File: src/hw/rtl/assert_macros.svh
// ----------------------------------------------------------------------------
// Assertion macros
// Shared concurrent assertion forms for the row decoder RTL.
// ----------------------------------------------------------------------------
`ifndef ASSERT_MACROS_SVH
`define ASSERT_MACROS_SVH

// Check a property on every clock edge outside reset.
`define BR_ASSERT(label, clk, rst_n, prop, msg) \
    label: assert property (@(posedge clk) disable iff (!rst_n) (prop)) else $error(msg);

// Check an implication on every clock edge outside reset.
`define BR_ASSERT_IMP(label, clk, rst_n, ante, cons, msg) \
    label: assert property (@(posedge clk) disable iff (!rst_n) (ante) |-> (cons)) \
        else $error(msg);

`endif

File: src/hw/rtl/br1rd_pkg.sv
// ----------------------------------------------------------------------------
// br1rd_pkg
// Types, constants and helper functions of the ByteRun1 row decoder.
// ----------------------------------------------------------------------------
package br1rd_pkg;

    localparam int MAX_ROW_BYTES = 4096;
    localparam int LANES         = 8;
    localparam int MAX_RESULTS   = 16;

    localparam int ROW_BYTES_W = 13;
    localparam int ROWCNT_W    = $clog2(MAX_ROW_BYTES + 1);

    localparam logic [ROW_BYTES_W-1:0] ROW_BYTES_RST = 13'd40;
    localparam logic                   MODE_RST      = 1'b1;
    localparam logic [7:0]             SKIP_CODE     = 8'h80;

    // Configuration port
    localparam int APB_ADDR_W = 3;
    localparam int APB_DATA_W = 32;
    localparam int REG_IDX_W  = APB_ADDR_W - 2;
    localparam logic [REG_IDX_W-1:0] REG_ROW_BYTES        = 1'b0;
    localparam logic [REG_IDX_W-1:0] REG_COMPRESSION_MODE = 1'b1;

    // Command queue between front and back
    localparam int CMDQ_DEPTH = 4;
    localparam int CMDQ_PTR_W = $clog2(CMDQ_DEPTH);
    localparam int CMDQ_CNT_W = $clog2(CMDQ_DEPTH + 1);

    typedef struct packed {
        logic       resync;
        logic [7:0] byte_in;
    } t_in_item;

    typedef struct packed {
        logic [63:0] out_bytes;
        logic [3:0]  byte_count;
        logic        row_done;
        logic        overrun_error;
        logic        last;
    } t_out_item;

    typedef enum logic [1:0] {
        PH_CTRL,
        PH_LIT,
        PH_REP,
        PH_ERR
    } t_phase;

    typedef enum logic [1:0] {
        CMD_LIT,
        CMD_REP,
        CMD_ERR
    } t_cmd_kind;

    typedef struct packed {
        t_cmd_kind  kind;
        logic [7:0] data;
        logic [7:0] run_len;
        logic       row_end;
    } t_cmd;

    typedef struct packed {
        logic                   row_we;
        logic                   mode_we;
        logic [ROW_BYTES_W-1:0] row_bytes;
        logic                   mode;
    } t_cfg_wr;

    typedef struct packed {
        logic [ROW_BYTES_W-1:0] row_bytes;
        logic                   mode;
    } t_cfg_view;

    // Effective row length: zero acts as one, clamp at the maximum.
    function automatic logic [ROWCNT_W-1:0] row_len(input logic [ROW_BYTES_W-1:0] rb);
        logic [ROWCNT_W-1:0] len;
        if (rb == '0) begin
            len = ROWCNT_W'(1);
        end else if (32'(rb) > 32'(MAX_ROW_BYTES)) begin
            len = ROWCNT_W'(MAX_ROW_BYTES);
        end else begin
            len = ROWCNT_W'(rb);
        end
        return len;
    endfunction

    // Bytes per result of a repeat run: widen the chunk when the run
    // would otherwise need more than MAX_RESULTS results.
    function automatic logic [3:0] rep_chunk(input logic [7:0] run);
        logic [3:0] per;
        if (32'(run) > 32'(MAX_RESULTS * LANES)) begin
            per = 4'((9'(run) + 9'(MAX_RESULTS - 1)) / 9'(MAX_RESULTS));
        end else begin
            per = 4'(LANES);
        end
        if (per > 4'd8) begin
            per = 4'd8;
        end
        if (per == 4'd0) begin
            per = 4'd1;
        end
        return per;
    endfunction

endpackage

File: src/hw/rtl/br1rd_front.sv
// ----------------------------------------------------------------------------
// br1rd_front
// Accepts stream bytes, tracks row and run state, issues output commands.
// ----------------------------------------------------------------------------
module br1rd_front (
    input  logic                i_clk,
    input  logic                i_rst_n,
    input  logic                i_push,
    input  br1rd_pkg::t_in_item i_item,
    input  logic                i_cmdq_full,
    input  br1rd_pkg::t_cfg_wr  i_cfg_wr,
    output logic                o_cmd_push,
    output br1rd_pkg::t_cmd     o_cmd,
    output br1rd_pkg::t_cfg_view o_cfg
);
    import br1rd_pkg::*;

    t_phase                 r_phase, n_phase;
    logic [ROWCNT_W-1:0]    r_left, n_left;
    logic [7:0]             r_lit_left, n_lit_left;
    logic [7:0]             r_rep_len, n_rep_len;
    logic [ROW_BYTES_W-1:0] r_row_bytes, n_row_bytes;
    logic                   r_mode, n_mode;

    logic                accept;
    logic [ROWCNT_W-1:0] len_cur;
    t_phase              ph;
    logic [ROWCNT_W-1:0] left;
    logic [ROWCNT_W-1:0] left_dec;
    logic [7:0]          lit;
    logic [7:0]          lit_dec;
    logic [7:0]          rep;
    logic [7:0]          cnt;
    logic                row_end;

    assign accept = i_push && !i_cmdq_full;
    assign len_cur = row_len(r_row_bytes);

    always_ff @(posedge i_clk) begin
        if (!i_rst_n) begin
            r_phase     <= PH_CTRL;
            r_left      <= row_len(ROW_BYTES_RST);
            r_lit_left  <= '0;
            r_rep_len   <= '0;
            r_row_bytes <= ROW_BYTES_RST;
            r_mode      <= MODE_RST;
        end else begin
            r_phase     <= n_phase;
            r_left      <= n_left;
            r_lit_left  <= n_lit_left;
            r_rep_len   <= n_rep_len;
            r_row_bytes <= n_row_bytes;
            r_mode      <= n_mode;
        end
    end

    always_comb begin
        // resync restarts the row before the byte is looked at
        ph  = r_phase;
        left = r_left;
        lit = r_lit_left;
        rep = r_rep_len;
        if (i_item.resync) begin
            ph   = PH_CTRL;
            left = len_cur;
            lit  = '0;
            rep  = '0;
        end
        left_dec = left - ROWCNT_W'(1);
        lit_dec  = lit - 8'd1;
        cnt      = i_item.byte_in[7] ? 8'(9'd257 - 9'(i_item.byte_in))
                                     : i_item.byte_in + 8'd1;
        row_end  = 1'b0;

        n_phase     = r_phase;
        n_left      = r_left;
        n_lit_left  = r_lit_left;
        n_rep_len   = r_rep_len;
        n_row_bytes = r_row_bytes;
        n_mode      = r_mode;

        o_cmd_push      = 1'b0;
        o_cmd.kind      = CMD_LIT;
        o_cmd.data      = i_item.byte_in;
        o_cmd.run_len   = '0;
        o_cmd.row_end   = 1'b0;

        if (accept) begin
            n_phase    = ph;
            n_left     = left;
            n_lit_left = lit;
            n_rep_len  = rep;
            if (!r_mode) begin
                row_end       = (left_dec == '0);
                o_cmd_push    = 1'b1;
                o_cmd.row_end = row_end;
                n_left        = row_end ? len_cur : left_dec;
                if (row_end) begin
                    n_phase    = PH_CTRL;
                    n_lit_left = '0;
                    n_rep_len  = '0;
                end
            end else begin
                case (ph)
                    PH_CTRL: begin
                        if (i_item.byte_in != SKIP_CODE) begin
                            if (32'(cnt) > 32'(left)) begin
                                o_cmd_push = 1'b1;
                                o_cmd.kind = CMD_ERR;
                                n_phase    = PH_ERR;
                            end else begin
                                n_left = left - ROWCNT_W'(cnt);
                                if (i_item.byte_in[7]) begin
                                    n_rep_len = cnt;
                                    n_phase   = PH_REP;
                                end else begin
                                    n_lit_left = cnt;
                                    n_phase    = PH_LIT;
                                end
                            end
                        end
                    end
                    PH_LIT: begin
                        o_cmd_push = 1'b1;
                        n_lit_left = lit_dec;
                        if (lit_dec == '0) begin
                            row_end       = (left == '0);
                            o_cmd.row_end = row_end;
                            n_phase       = PH_CTRL;
                            if (row_end) begin
                                n_left    = len_cur;
                                n_rep_len = '0;
                            end
                        end
                    end
                    PH_REP: begin
                        row_end       = (left == '0);
                        o_cmd_push    = 1'b1;
                        o_cmd.kind    = CMD_REP;
                        o_cmd.run_len = rep;
                        o_cmd.row_end = row_end;
                        n_phase       = PH_CTRL;
                        n_rep_len     = '0;
                        if (row_end) begin
                            n_left     = len_cur;
                            n_lit_left = '0;
                        end
                    end
                    default: begin
                        // error phase: drop the byte
                    end
                endcase
            end
        end

        // a register write restarts the row with the new settings
        if (i_cfg_wr.row_we || i_cfg_wr.mode_we) begin
            if (i_cfg_wr.row_we) begin
                n_row_bytes = i_cfg_wr.row_bytes;
            end
            if (i_cfg_wr.mode_we) begin
                n_mode = i_cfg_wr.mode;
            end
            n_phase    = PH_CTRL;
            n_left     = row_len(n_row_bytes);
            n_lit_left = '0;
            n_rep_len  = '0;
        end
    end

    assign o_cfg.row_bytes = r_row_bytes;
    assign o_cfg.mode      = r_mode;

endmodule

File: src/hw/rtl/br1rd_cmd_fifo.sv
// ----------------------------------------------------------------------------
// br1rd_cmd_fifo
// Short command queue that decouples the front from the back.
// ----------------------------------------------------------------------------
`include "assert_macros.svh"

module br1rd_cmd_fifo (
    input  logic            i_clk,
    input  logic            i_rst_n,
    input  logic            i_push,
    input  br1rd_pkg::t_cmd i_cmd,
    output logic            o_full,
    input  logic            i_pop,
    output logic            o_empty,
    output br1rd_pkg::t_cmd o_head
);
    import br1rd_pkg::*;

    t_cmd                  r_mem [CMDQ_DEPTH];
    logic [CMDQ_PTR_W-1:0] r_wr_ptr, n_wr_ptr;
    logic [CMDQ_PTR_W-1:0] r_rd_ptr, n_rd_ptr;
    logic [CMDQ_CNT_W-1:0] r_count, n_count;
    logic                  do_push;
    logic                  do_pop;

    assign o_full  = (r_count == CMDQ_CNT_W'(CMDQ_DEPTH));
    assign o_empty = (r_count == '0);
    assign o_head  = r_mem[r_rd_ptr];
    assign do_push = i_push && !o_full;
    assign do_pop  = i_pop && !o_empty;

    always_comb begin
        n_wr_ptr = r_wr_ptr;
        n_rd_ptr = r_rd_ptr;
        n_count  = r_count;
        if (do_push) begin
            n_wr_ptr = (r_wr_ptr == CMDQ_PTR_W'(CMDQ_DEPTH - 1)) ? '0
                                                                 : r_wr_ptr + CMDQ_PTR_W'(1);
        end
        if (do_pop) begin
            n_rd_ptr = (r_rd_ptr == CMDQ_PTR_W'(CMDQ_DEPTH - 1)) ? '0
                                                                 : r_rd_ptr + CMDQ_PTR_W'(1);
        end
        if (do_push && !do_pop) begin
            n_count = r_count + CMDQ_CNT_W'(1);
        end else if (do_pop && !do_push) begin
            n_count = r_count - CMDQ_CNT_W'(1);
        end
    end

    always_ff @(posedge i_clk) begin
        if (!i_rst_n) begin
            r_wr_ptr <= '0;
            r_rd_ptr <= '0;
            r_count  <= '0;
        end else begin
            r_wr_ptr <= n_wr_ptr;
            r_rd_ptr <= n_rd_ptr;
            r_count  <= n_count;
        end
    end

    always_ff @(posedge i_clk) begin
        if (do_push) begin
            r_mem[r_wr_ptr] <= i_cmd;
        end
    end

    `BR_ASSERT(a_no_push_when_full, i_clk, i_rst_n, !(i_push && o_full), "command dropped on full queue")
    `BR_ASSERT(a_no_pop_when_empty, i_clk, i_rst_n, !(i_pop && o_empty), "pop from empty command queue")

endmodule

File: src/hw/rtl/br1rd_back.sv
// ----------------------------------------------------------------------------
// br1rd_back
// Executes commands: emits literal bytes, expands repeat runs, flags errors.
// ----------------------------------------------------------------------------
`include "assert_macros.svh"

module br1rd_back (
    input  logic                 i_clk,
    input  logic                 i_rst_n,
    input  logic                 i_cmdq_empty,
    input  br1rd_pkg::t_cmd      i_head,
    output logic                 o_cmd_pop,
    input  logic                 i_pop,
    output logic                 o_empty,
    output br1rd_pkg::t_out_item o_result
);
    import br1rd_pkg::*;

    // repeat expansion state
    logic       r_busy, n_busy;
    logic [7:0] r_byte, n_byte;
    logic [7:0] r_rem, n_rem;
    logic [3:0] r_per, n_per;
    logic       r_row_end, n_row_end;

    // result register
    logic      r_out_valid, n_out_valid;
    t_out_item r_out, n_out;

    logic        can_load;
    logic [7:0]  ch_byte;
    logic [7:0]  ch_rem;
    logic [3:0]  ch_per;
    logic        ch_row_end;
    logic [3:0]  ch_n;
    logic [7:0]  ch_rem_nx;
    logic        ch_fin;
    logic [63:0] ch_word;
    logic        emit_chunk;

    assign can_load = !r_out_valid || i_pop;

    always_comb begin
        ch_byte    = r_busy ? r_byte : i_head.data;
        ch_rem     = r_busy ? r_rem : i_head.run_len;
        ch_per     = r_busy ? r_per : rep_chunk(i_head.run_len);
        ch_row_end = r_busy ? r_row_end : i_head.row_end;
        ch_n       = (ch_rem < 8'(ch_per)) ? 4'(ch_rem) : ch_per;
        ch_rem_nx  = ch_rem - 8'(ch_n);
        ch_fin     = (ch_rem_nx == '0);
        for (int i = 0; i < 8; i++) begin
            ch_word[8*i +: 8] = (4'(i) < ch_n) ? ch_byte : 8'h00;
        end
    end

    always_comb begin
        n_busy      = r_busy;
        n_byte      = r_byte;
        n_rem       = r_rem;
        n_per       = r_per;
        n_row_end   = r_row_end;
        n_out       = r_out;
        n_out_valid = r_out_valid && !i_pop;
        o_cmd_pop   = 1'b0;
        emit_chunk  = 1'b0;

        if (can_load) begin
            if (r_busy) begin
                emit_chunk = 1'b1;
            end else if (!i_cmdq_empty) begin
                o_cmd_pop = 1'b1;
                case (i_head.kind)
                    CMD_LIT: begin
                        n_out.out_bytes     = {56'd0, i_head.data};
                        n_out.byte_count    = 4'd1;
                        n_out.row_done      = i_head.row_end;
                        n_out.overrun_error = 1'b0;
                        n_out.last          = 1'b1;
                        n_out_valid         = 1'b1;
                    end
                    CMD_REP: begin
                        emit_chunk = 1'b1;
                    end
                    CMD_ERR: begin
                        n_out.out_bytes     = '0;
                        n_out.byte_count    = '0;
                        n_out.row_done      = 1'b0;
                        n_out.overrun_error = 1'b1;
                        n_out.last          = 1'b1;
                        n_out_valid         = 1'b1;
                    end
                    default: begin
                        // drop an undefined command
                    end
                endcase
            end
        end

        if (emit_chunk) begin
            n_out.out_bytes     = ch_word;
            n_out.byte_count    = ch_n;
            n_out.row_done      = ch_fin && ch_row_end;
            n_out.overrun_error = 1'b0;
            n_out.last          = ch_fin;
            n_out_valid         = 1'b1;
            n_busy              = !ch_fin;
            n_byte              = ch_byte;
            n_rem               = ch_rem_nx;
            n_per               = ch_per;
            n_row_end           = ch_row_end;
        end
    end

    always_ff @(posedge i_clk) begin
        if (!i_rst_n) begin
            r_busy      <= 1'b0;
            r_out_valid <= 1'b0;
        end else begin
            r_busy      <= n_busy;
            r_out_valid <= n_out_valid;
        end
    end

    always_ff @(posedge i_clk) begin
        r_byte    <= n_byte;
        r_rem     <= n_rem;
        r_per     <= n_per;
        r_row_end <= n_row_end;
        r_out     <= n_out;
    end

    assign o_empty  = !r_out_valid;
    assign o_result = r_out;

    `BR_ASSERT_IMP(a_busy_has_bytes, i_clk, i_rst_n, r_busy, r_rem != '0, "repeat run active with nothing left")
    `BR_ASSERT_IMP(a_error_is_empty, i_clk, i_rst_n, r_out_valid && r_out.overrun_error, (r_out.byte_count == '0) && r_out.last && !r_out.row_done, "error result carries bytes")
    `BR_ASSERT_IMP(a_no_new_cmd_while_busy, i_clk, i_rst_n, r_busy, !o_cmd_pop, "command taken during a repeat run")

endmodule

File: src/hw/rtl/byterun1_row_decoder_unit.sv
// ----------------------------------------------------------------------------
// byterun1_row_decoder_unit
// ByteRun1 (PackBits) row decoder with passthrough mode and APB registers.
// ----------------------------------------------------------------------------
// A compressed byte stream enters one beat per byte through a push/full port
// and leaves as decoded rows through an empty/pop port, in result beats of up
// to eight bytes. The front takes one byte every cycle while its four-entry
// command queue has room: control and skip bytes give no result, a literal
// byte gives one result and a repeat data byte gives ceil(run/8) results,
// so at most sixteen. The back emits one result per cycle into an output
// register while that register is empty or being popped; long repeat runs
// fill the command queue and then hold full high until the back drains them.
// A byte's command passes through the command queue, its result through the
// output register; a result can be popped once it shows there. A run that
// does not fit the rest of the row gives one error beat (byte_count zero,
// overrun_error set) and the decoder then drops every byte until one arrives
// with resync set, which restarts the row and is decoded as its first byte.
// Register 0 (address 0) holds the row length, where zero acts as one and
// values above the maximum row length are clamped; register 1 (address 4)
// selects passthrough (0) or ByteRun1 (1). Any register write restarts the
// row; write only while the decoder is idle.
// ----------------------------------------------------------------------------
module byterun1_row_decoder_unit (
    input  logic                                i_clk,
    input  logic                                i_rst_n,
    // compressed stream
    input  logic                                i_push,
    output logic                                o_full,
    input  br1rd_pkg::t_in_item                 i_item,
    // decoded results
    output logic                                o_empty,
    input  logic                                i_pop,
    output br1rd_pkg::t_out_item                o_result,
    // configuration
    input  logic                                psel,
    input  logic                                penable,
    input  logic                                pwrite,
    input  logic [br1rd_pkg::APB_ADDR_W-1:0]    paddr,
    input  logic [br1rd_pkg::APB_DATA_W-1:0]    pwdata,
    output logic [br1rd_pkg::APB_DATA_W-1:0]    prdata,
    output logic                                pready
);
    import br1rd_pkg::*;

    logic                 cmdq_full;
    logic                 cmdq_empty;
    logic                 cmd_push;
    logic                 cmd_pop;
    t_cmd                 cmd_in;
    t_cmd                 cmd_head;
    t_cfg_wr              cfg_wr;
    t_cfg_view            cfg_view;
    logic                 apb_wr;
    logic [REG_IDX_W-1:0] reg_idx;

    // APB: zero wait states, register picked by the word address
    assign pready  = 1'b1;
    assign apb_wr  = psel && penable && pwrite && pready;
    assign reg_idx = paddr[APB_ADDR_W-1:2];

    always_comb begin
        cfg_wr.row_we    = 1'b0;
        cfg_wr.mode_we   = 1'b0;
        cfg_wr.row_bytes = pwdata[ROW_BYTES_W-1:0];
        cfg_wr.mode      = pwdata[0];
        case (reg_idx)
            REG_ROW_BYTES:        cfg_wr.row_we  = apb_wr;
            REG_COMPRESSION_MODE: cfg_wr.mode_we = apb_wr;
            default: begin
                // no register at this address
            end
        endcase
    end

    always_comb begin
        case (reg_idx)
            REG_ROW_BYTES:        prdata = APB_DATA_W'(cfg_view.row_bytes);
            REG_COMPRESSION_MODE: prdata = APB_DATA_W'(cfg_view.mode);
            default:              prdata = '0;
        endcase
    end

    // the input side stalls only on a full command queue
    assign o_full = cmdq_full;

    br1rd_front u_front (
        .i_clk       (i_clk),
        .i_rst_n     (i_rst_n),
        .i_push      (i_push),
        .i_item      (i_item),
        .i_cmdq_full (cmdq_full),
        .i_cfg_wr    (cfg_wr),
        .o_cmd_push  (cmd_push),
        .o_cmd       (cmd_in),
        .o_cfg       (cfg_view)
    );

    br1rd_cmd_fifo u_cmd_fifo (
        .i_clk   (i_clk),
        .i_rst_n (i_rst_n),
        .i_push  (cmd_push),
        .i_cmd   (cmd_in),
        .o_full  (cmdq_full),
        .i_pop   (cmd_pop),
        .o_empty (cmdq_empty),
        .o_head  (cmd_head)
    );

    br1rd_back u_back (
        .i_clk        (i_clk),
        .i_rst_n      (i_rst_n),
        .i_cmdq_empty (cmdq_empty),
        .i_head       (cmd_head),
        .o_cmd_pop    (cmd_pop),
        .i_pop        (i_pop),
        .o_empty      (o_empty),
        .o_result     (o_result)
    );

endmodule

File: config.mk
export PLATFORM = sky130hd
export DESIGN_NAME = byterun1_row_decoder_unit
export DESIGN_NICKNAME = d
export VERILOG_FILES = /design/src/hw/rtl/br1rd_pkg.sv /design/src/hw/rtl/br1rd_front.sv /design/src/hw/rtl/br1rd_cmd_fifo.sv /design/src/hw/rtl/br1rd_back.sv /design/src/hw/rtl/byterun1_row_decoder_unit.sv
export VERILOG_INCLUDE_DIRS = /design/src /design/src/hw/rtl
export SDC_FILE = /design/constraint.sdc
export NUM_CORES = 1
export LEC_CHECK = 0
export BUFFER_PORTS_ARGS = -buffer_cell sky130_fd_sc_hd__buf_2
export CAP_MARGIN = 10
export CORE_AREA = 4 4 150 152
export DETAILED_ROUTE_END_ITERATION = 16
export DIE_AREA = 0 0 154 156
export PLACE_DENSITY = 0.79
export SYNTH_ARGS = -nofsm -noshare
export SYNTH_HDL_FRONTEND = slang
export SYNTH_SLANG_ARGS = --single-unit
File: constraint.sdc
create_clock -name i_clk -period 7.05 [get_ports i_clk]
set_input_delay 0.3525 -clock i_clk [delete_from_list [all_inputs] [get_ports i_clk]]
set_output_delay 0.3525 -clock i_clk [all_outputs]
set_load 0.03 [all_outputs]
Word level (Yosys, flattened, before mapping):

Memory sizes are Yosys's and may differ from the RTL's. A register that Yosys moved wholly into a read port is not among the register bits.
Index checks and enable logic that the tools add are counted.

* register bits after elaboration: 146
* memory bits (writable): 76
* input bits: 51
* output and inout bits: 106
* logic and storage cells: 201
* memories kept: 1

* add/sub/neg operators: 11
* order comparisons: 14
* equal/unequal tests: 10
* muxes and demuxes: 102
* bitwise operators: 4
* reductions and logical operators: 39

Memory list
* u_cmd_fifo.r_mem: depth 4, bits a word 19, read ports 1, clocked after memory_dff 1, wr ports 1, RTL line br1rd_cmd_fifo.sv:19 `t_cmd r_mem [CMDQ_DEPTH];`

Operator list (number)
* $mux W71: 4
* $mux W8: 28
* $mux W13: 15
* $pmux W71 S2: 1
* $pmux W32 S2: 1
* $logic_not A13 Y1: 4
* $pmux W8 S3: 2
* $pmux W13 S3: 1
* $mux W2: 15
* $gt A13 B13 Y1 const B: 2
* $mux W1: 23
* $mux W4: 5
* $logic_not A8 Y1: 2
* $lt A3 B4 Y1 const A: 4
* $gt A8 B13 Y1: 1
* $sub A13 B1 Y13 const B: 1
* $sub A13 B8 Y13: 1
* $logic_and A1 B1 Y1: 9
* $mux W9: 1
* $add A8 B1 Y8 const B: 1
* $add A8 B4 Y8 const B: 1
* $eq A2 B2 Y1 const B: 4
* $gt A8 B8 Y1 const B: 1
* $lt A1 B4 Y1 const A: 2
* 28 further kinds: 51

Depth between registers and ports, before layout:

* depth after elaboration: 15
* gate-level depth with buffers: 22
* gate-level depth less buffers: 21

By module:

A second synthesis with hierarchy kept.

* cells, all modules: 1179
* area total of the unflattened synthesis: 13053.8 um^2

By module, submodules not included
* br1rd_front: instances 1, cells an instance 657, area each 4917.2 um^2, sequential area each 900.9 um^2
* br1rd_back: instances 1, cells an instance 334, area each 4599.4 um^2, sequential area each 2792.7 um^2
* br1rd_cmd_fifo: instances 1, cells an instance 150, area each 3265.6 um^2, sequential area each 2462.4 um^2
* byterun1_row_decoder_unit: instances 1, cells an instance 38, area each 271.5 um^2, sequential area each 0.0 um^2

Worst setup path before layout:

No wires, ideal clock.

* path kind: flip-flop to flip-flop
* start point: register with a tool-made name
* end point: register u_back.r_out (netlist bit u_back.o_result[0]) (data pin)
* setup time: 176 ps
* arrival: 5340 ps
* data required time: 6874 ps
* path slack: 1534 ps
* stages on the path, launching flop included: 19
* path buffers: 1
* period minus slack after synthesis: 5516 ps
* path through: dfxtp_1 > buf_6 > mux4_2 > nor4_1 > o32ai_1 > ha_1 > a21oi_1 > nand2_1 > or3_1 > a41oi_4 > mux2i_2 > inv_1 > fa_1 > a21o_1 > a21oi_1 > xor2_1 > or4_1 > or4_1 > o32ai_1

RTL lines
* end signal: assignment: RTL line br1rd_back.sv:129 `r_out <= n_out;`
* end: declaration: RTL line br1rd_back.sv:28 `t_out_item r_out, n_out;`

==> results by group <==
Placed design
  • Placed Area: approximately 13000 µm²
  • Port Buf Inserts: 115
  • Routability-driven placement congestion ratio: 0.9818
  • Final HPWL from detailed placement: around 23000 µm
  • Placed Instances: ~1500

Pwr
  • Internal power: ~3.5 mW
  • Combinational cell fraction of total power: 0.451
  • Clock Power Share: 0.183
  • Switching power: between 2 and 2.5 mW
  • Static leakage: around 5.4 nW
  • Share of total power in sequential cells: 0.367
  • Power Density: between 400 and 500 nW/µm²
  • IR drop worst, VDD: 183.3 µV
  • Switching Share: 0.4164

Worst setup path
  • Setup crit start kind: flop
  • Critical Path RT: 7.36 ns
  • Highest net fanout along the worst path: 10
  • Type of destination of the critical path: flop
  • Critical Path AT: slightly below 7 ns
  • Category of the critical setup timing path: flop to flop

Route
  • Total via count in the routed design: 9681
  • Drt initial violations: about 900
  • # DRC: 0
  • DR WL/cell: roughly 21 µm
  • Detailed-route vias per instance: ~6.3
  • Detailed-routing iteration count for the pre-antenna-repair pass: 7
  • Post-Route WL: 31960 µm
  • Antenna-violating nets left: 0

Hold path
  • Tightest Hold Check Type: primary input to flop

GRT
  • Antenna violations before repair: 0
  • Overall Global Routing Usage: 0.2581
  • Largest net degree at the start of global routing: about 70
  • Final global-route overflow total: 0
  • Global-route wire length before repair: 50600 µm
  • Number of global-route vias before repair: a little over 9000

Clock tree
  • Clock sink count: roughly 220
  • CTS-repair resized insts: 0
  • Bufs on Longest Clock Path: 3
  • Maximum level of the CTS H-tree: 1
  • Clock root buffer master: sky130_fd_sc_hd__clkbuf_16
  • Post-CTS setup buffer count: 0
  • TritonCTS clock tree: done
  • Total clock buffers created by CTS: 22
  • Clock transition at path regs: about 0.060 ns
  • Number of buffers added to fix hold violations after cts: 0
  • Clk Latency, worst-skew pair: 0.51 ns

STA
  • Final Hold Slack: roughly 0.12 ns
  • Setup repair after global routing missed its margin: false
  • Final-report max-slew violation count: 0
  • Maximum frequency from static timing analysis: approximately 150 MHz
  • Hold violation total from the final report: 0
  • Slew @ Worst Pin: around 1.0 ns
  • Fin Clk Skew: around 0.023 ns
  • TNS Setup: 0 ns
  • Final period demand of the worst path: 6.507 ns
  • Max-slew headroom: 0.3049
  • Finish-stage setup viols: 0
  • Share of the clock period used by the worst path after layout: 0.9230

Die
  • Top-level I/O count: between 150 and 200
  • Total Die Area: between 20000 and 25000 µm²
  • Overall die height: 156 µm
  • Initial cell density of the core: 0.5824
  • Standard-cell rows: 53
  • CORE AREA: between 20000 and 25000 µm²
  • Width of the die: 154 µm

Layout
  • Final #Nets: roughly 1300
  • Post-route cell area: ~14000 µm²
  • Synthesis-to-layout area growth: 11.61%
  • Diodes inserted: 0
  • Fraction of layout cells with a size suffix above 1: 0.1743
  • Non-filler cells in the finished layout: approximately 1500

Job
  • Max_cap viols: 0

Synth
  • Top FF cell, synth: sky130_fd_sc_hd__edfxtp_1
  • Post-Syn Area per Cell: roughly 11 µm²
  • Count of unique library cells instantiated by Yosys: 85
  • Share of the yosys chip area belonging to registers: 0.5028
  • Warnings from Yosys: 0
  • Async set-or-reset flop fraction in the synthesized netlist: 0
  • Number of instances in the synthesized netlist: about 1100
  • Cell area after technology mapping: around 12000 µm²
  • Number of synthesized register bits: ~220
  • Post-synth EDFFs: around 170

Outcome
  • Result of the run: complete, no violations
## cell usage in the layout (no fill, tap or decap), drive strengths merged, types with 12 or more instances in the layout
| cell type | synthesis | routed |
|---|---|---|
| edfxtp | 167 | 167 |
| buf | 31 | 130 |
| nor2 | 118 | 118 |
| nand2 | 99 | 99 |
| o21ai | 58 | 58 |
| dfxtp | 57 | 57 |
| inv | 45 | 45 |
| a21oi | 41 | 41 |
| nor2b | 40 | 40 |
| ha | 34 | 34 |
| mux2i | 33 | 33 |
| nor3 | 30 | 30 |
| nand3 | 29 | 29 |
| clkbuf | 37 | 26 |
| nor4 | 21 | 21 |
| xnor2 | 21 | 21 |
| clkinv | 9 | 21 |
| conb | 2 | 20 |
| mux4 | 19 | 19 |
| and2 | 18 | 18 |
| mux2 | 18 | 18 |
| nand2b | 14 | 14 |
| and3 | 13 | 13 |
| a21boi | 12 | 12 |
| a211oi | 12 | 12 |
## path summary, 6_finish.rpt
kind | to | slack [ns] | startpoint | cells past startpoint
setup / recovery | u_back.o_result[0] | 0.54 | flop | 18
hold / removal | u_cmd_fifo.r_mem[3][15] | 0.12 | i_item[6] | 1
setup reg to reg | u_back.o_result[0] | 0.54 | flop | 18
hold reg to reg | u_front.r_rep_len[0] | 0.47 | u_front.r_rep_len[0] | 1
## through the flow
stage	power [mW]	util	worst slack (ns)
3_5_place_dp	4.859	0.6190	0.5451
6_report	5.957	0.6500	0.5425
5_1_grt	6.282	0.6500	0.1769
4_1_cts	5.960	0.6500	0.5138
2_1_floorplan	4.170	-	1.534
3_3_place_gp	4.775	0.6190	0.7011
## layer usage
layer / vias to the layer above / share of wire / wire (µm) / global-route usage
met5: - / 0 / 0 / 0
met4: 0 / 0.029 / 937 / 0.08452
met3: 84 / 0.068 / 2161 / 0.03329
met2: 428 / 0.50 / 16050 / 0.4520
met1: 4719 / 0.40 / 12810 / 0.3350
li1: 4450 / - / - / -
## final cells by class
type                       count  area (µm²)
inverter                      54       202.7
tap                          275       344.1
clock inverter                13       66.31
clock buffer                  26       586.8
fill                        1638        7357
sequential                   224        6156
timing repair buffer         130       688.2
multi-input combinational    821        5620
## cells in the mapped netlist, types with 10 or more instances
| library cell | n | share of area |
|---|---|---|
| sky130_fd_sc_hd__a211oi_1 | 11 | 0.0067 |
| sky130_fd_sc_hd__a21boi_0 | 12 | 0.0074 |
| sky130_fd_sc_hd__a21oi_1 | 40 | 0.016 |
| sky130_fd_sc_hd__a31oi_1 | 10 | 0.0051 |
| sky130_fd_sc_hd__and2_1 | 18 | 0.0092 |
| sky130_fd_sc_hd__and3_1 | 13 | 0.0066 |
| sky130_fd_sc_hd__buf_4 | 21 | 0.013 |
| sky130_fd_sc_hd__clkbuf_1 | 36 | 0.011 |
| sky130_fd_sc_hd__dfxtp_1 | 57 | 0.093 |
| sky130_fd_sc_hd__edfxtp_1 | 167 | 0.41 |
| sky130_fd_sc_hd__ha_1 | 34 | 0.035 |
| sky130_fd_sc_hd__inv_1 | 41 | 0.013 |
| sky130_fd_sc_hd__mux2_2 | 17 | 0.016 |
| sky130_fd_sc_hd__mux2i_1 | 32 | 0.026 |
| sky130_fd_sc_hd__mux4_2 | 19 | 0.035 |
| sky130_fd_sc_hd__nand2_1 | 99 | 0.030 |
| sky130_fd_sc_hd__nand2b_1 | 14 | 0.0072 |
| sky130_fd_sc_hd__nand3_1 | 29 | 0.012 |
| sky130_fd_sc_hd__nor2_1 | 116 | 0.036 |
| sky130_fd_sc_hd__nor2b_1 | 40 | 0.020 |
| sky130_fd_sc_hd__nor3_1 | 29 | 0.012 |
| sky130_fd_sc_hd__nor4_1 | 21 | 0.011 |
| sky130_fd_sc_hd__o21ai_0 | 47 | 0.019 |
| sky130_fd_sc_hd__o21ai_1 | 10 | 0.0041 |
| sky130_fd_sc_hd__xnor2_1 | 21 | 0.015 |
## sequential cells by signal, indices dropped and copies added, names as in the netlist, 3 cells and up, named ones only
signal / flops
u_cmd_fifo.r_mem: 76
u_front.r_lit_left: 8
u_front.r_left: 13
u_cmd_fifo.r_count: 3
u_back.r_byte: 8
u_front.r_row_bytes: 13
u_back.o_result: 71
u_front.r_rep_len: 8
u_back.r_rem: 8
u_back.r_per: 4
## worst max-delay path, cell delays in order (launching register included)
cell	delay (ns)
sky130_fd_sc_hd__dfxtp_1	0.73
sky130_fd_sc_hd__mux4_2	0.61
sky130_fd_sc_hd__nor4_1	0.44
sky130_fd_sc_hd__o32ai_1	0.13
sky130_fd_sc_hd__buf_4	0.18
sky130_fd_sc_hd__ha_1	0.34
sky130_fd_sc_hd__a21oi_1	0.15
sky130_fd_sc_hd__nand2_1	0.06
sky130_fd_sc_hd__or3_1	0.40
sky130_fd_sc_hd__a41oi_4	0.38
sky130_fd_sc_hd__mux2i_2	0.50
sky130_fd_sc_hd__inv_1	0.19
sky130_fd_sc_hd__fa_1	0.47
sky130_fd_sc_hd__a21o_1	0.18
sky130_fd_sc_hd__a21oi_1	0.21
sky130_fd_sc_hd__xor2_1	0.12
sky130_fd_sc_hd__or4_1	0.51
sky130_fd_sc_hd__or4_1	0.48
sky130_fd_sc_hd__o32ai_1	0.26
## cells by family (layout without fill, tap and decap cells)
kind of cell / Yosys count / count (layout) / synth area share
adder cells (fa/ha/maj): 37 / 37 / 0.03965
flip-flops: 224 / 224 / 0.5028
AO/OA/AOI/OAI: 240 / 240 / 0.1385
XOR/XNOR: 31 / 31 / 0.02279
other: 2 / 20 / 0.0006134
buffers and inverters: 122 / 223 / 0.04527
AND/OR/NAND/NOR: 423 / 423 / 0.1713
multiplexers: 70 / 70 / 0.07910
## power groups by stage
stage                     Sequential (mW)  Combinational (mW)  Clock, mW
final                                2.18                2.68       1.09
after global routing                 2.23                2.91       1.15
after CTS                            2.19                2.68       1.10
after detailed placement             2.21                2.65          0
after global placement               2.19                2.59          0
after floorplan                      2.60                1.57          0
Note: power is estimated with default switching activity, not from simulation.
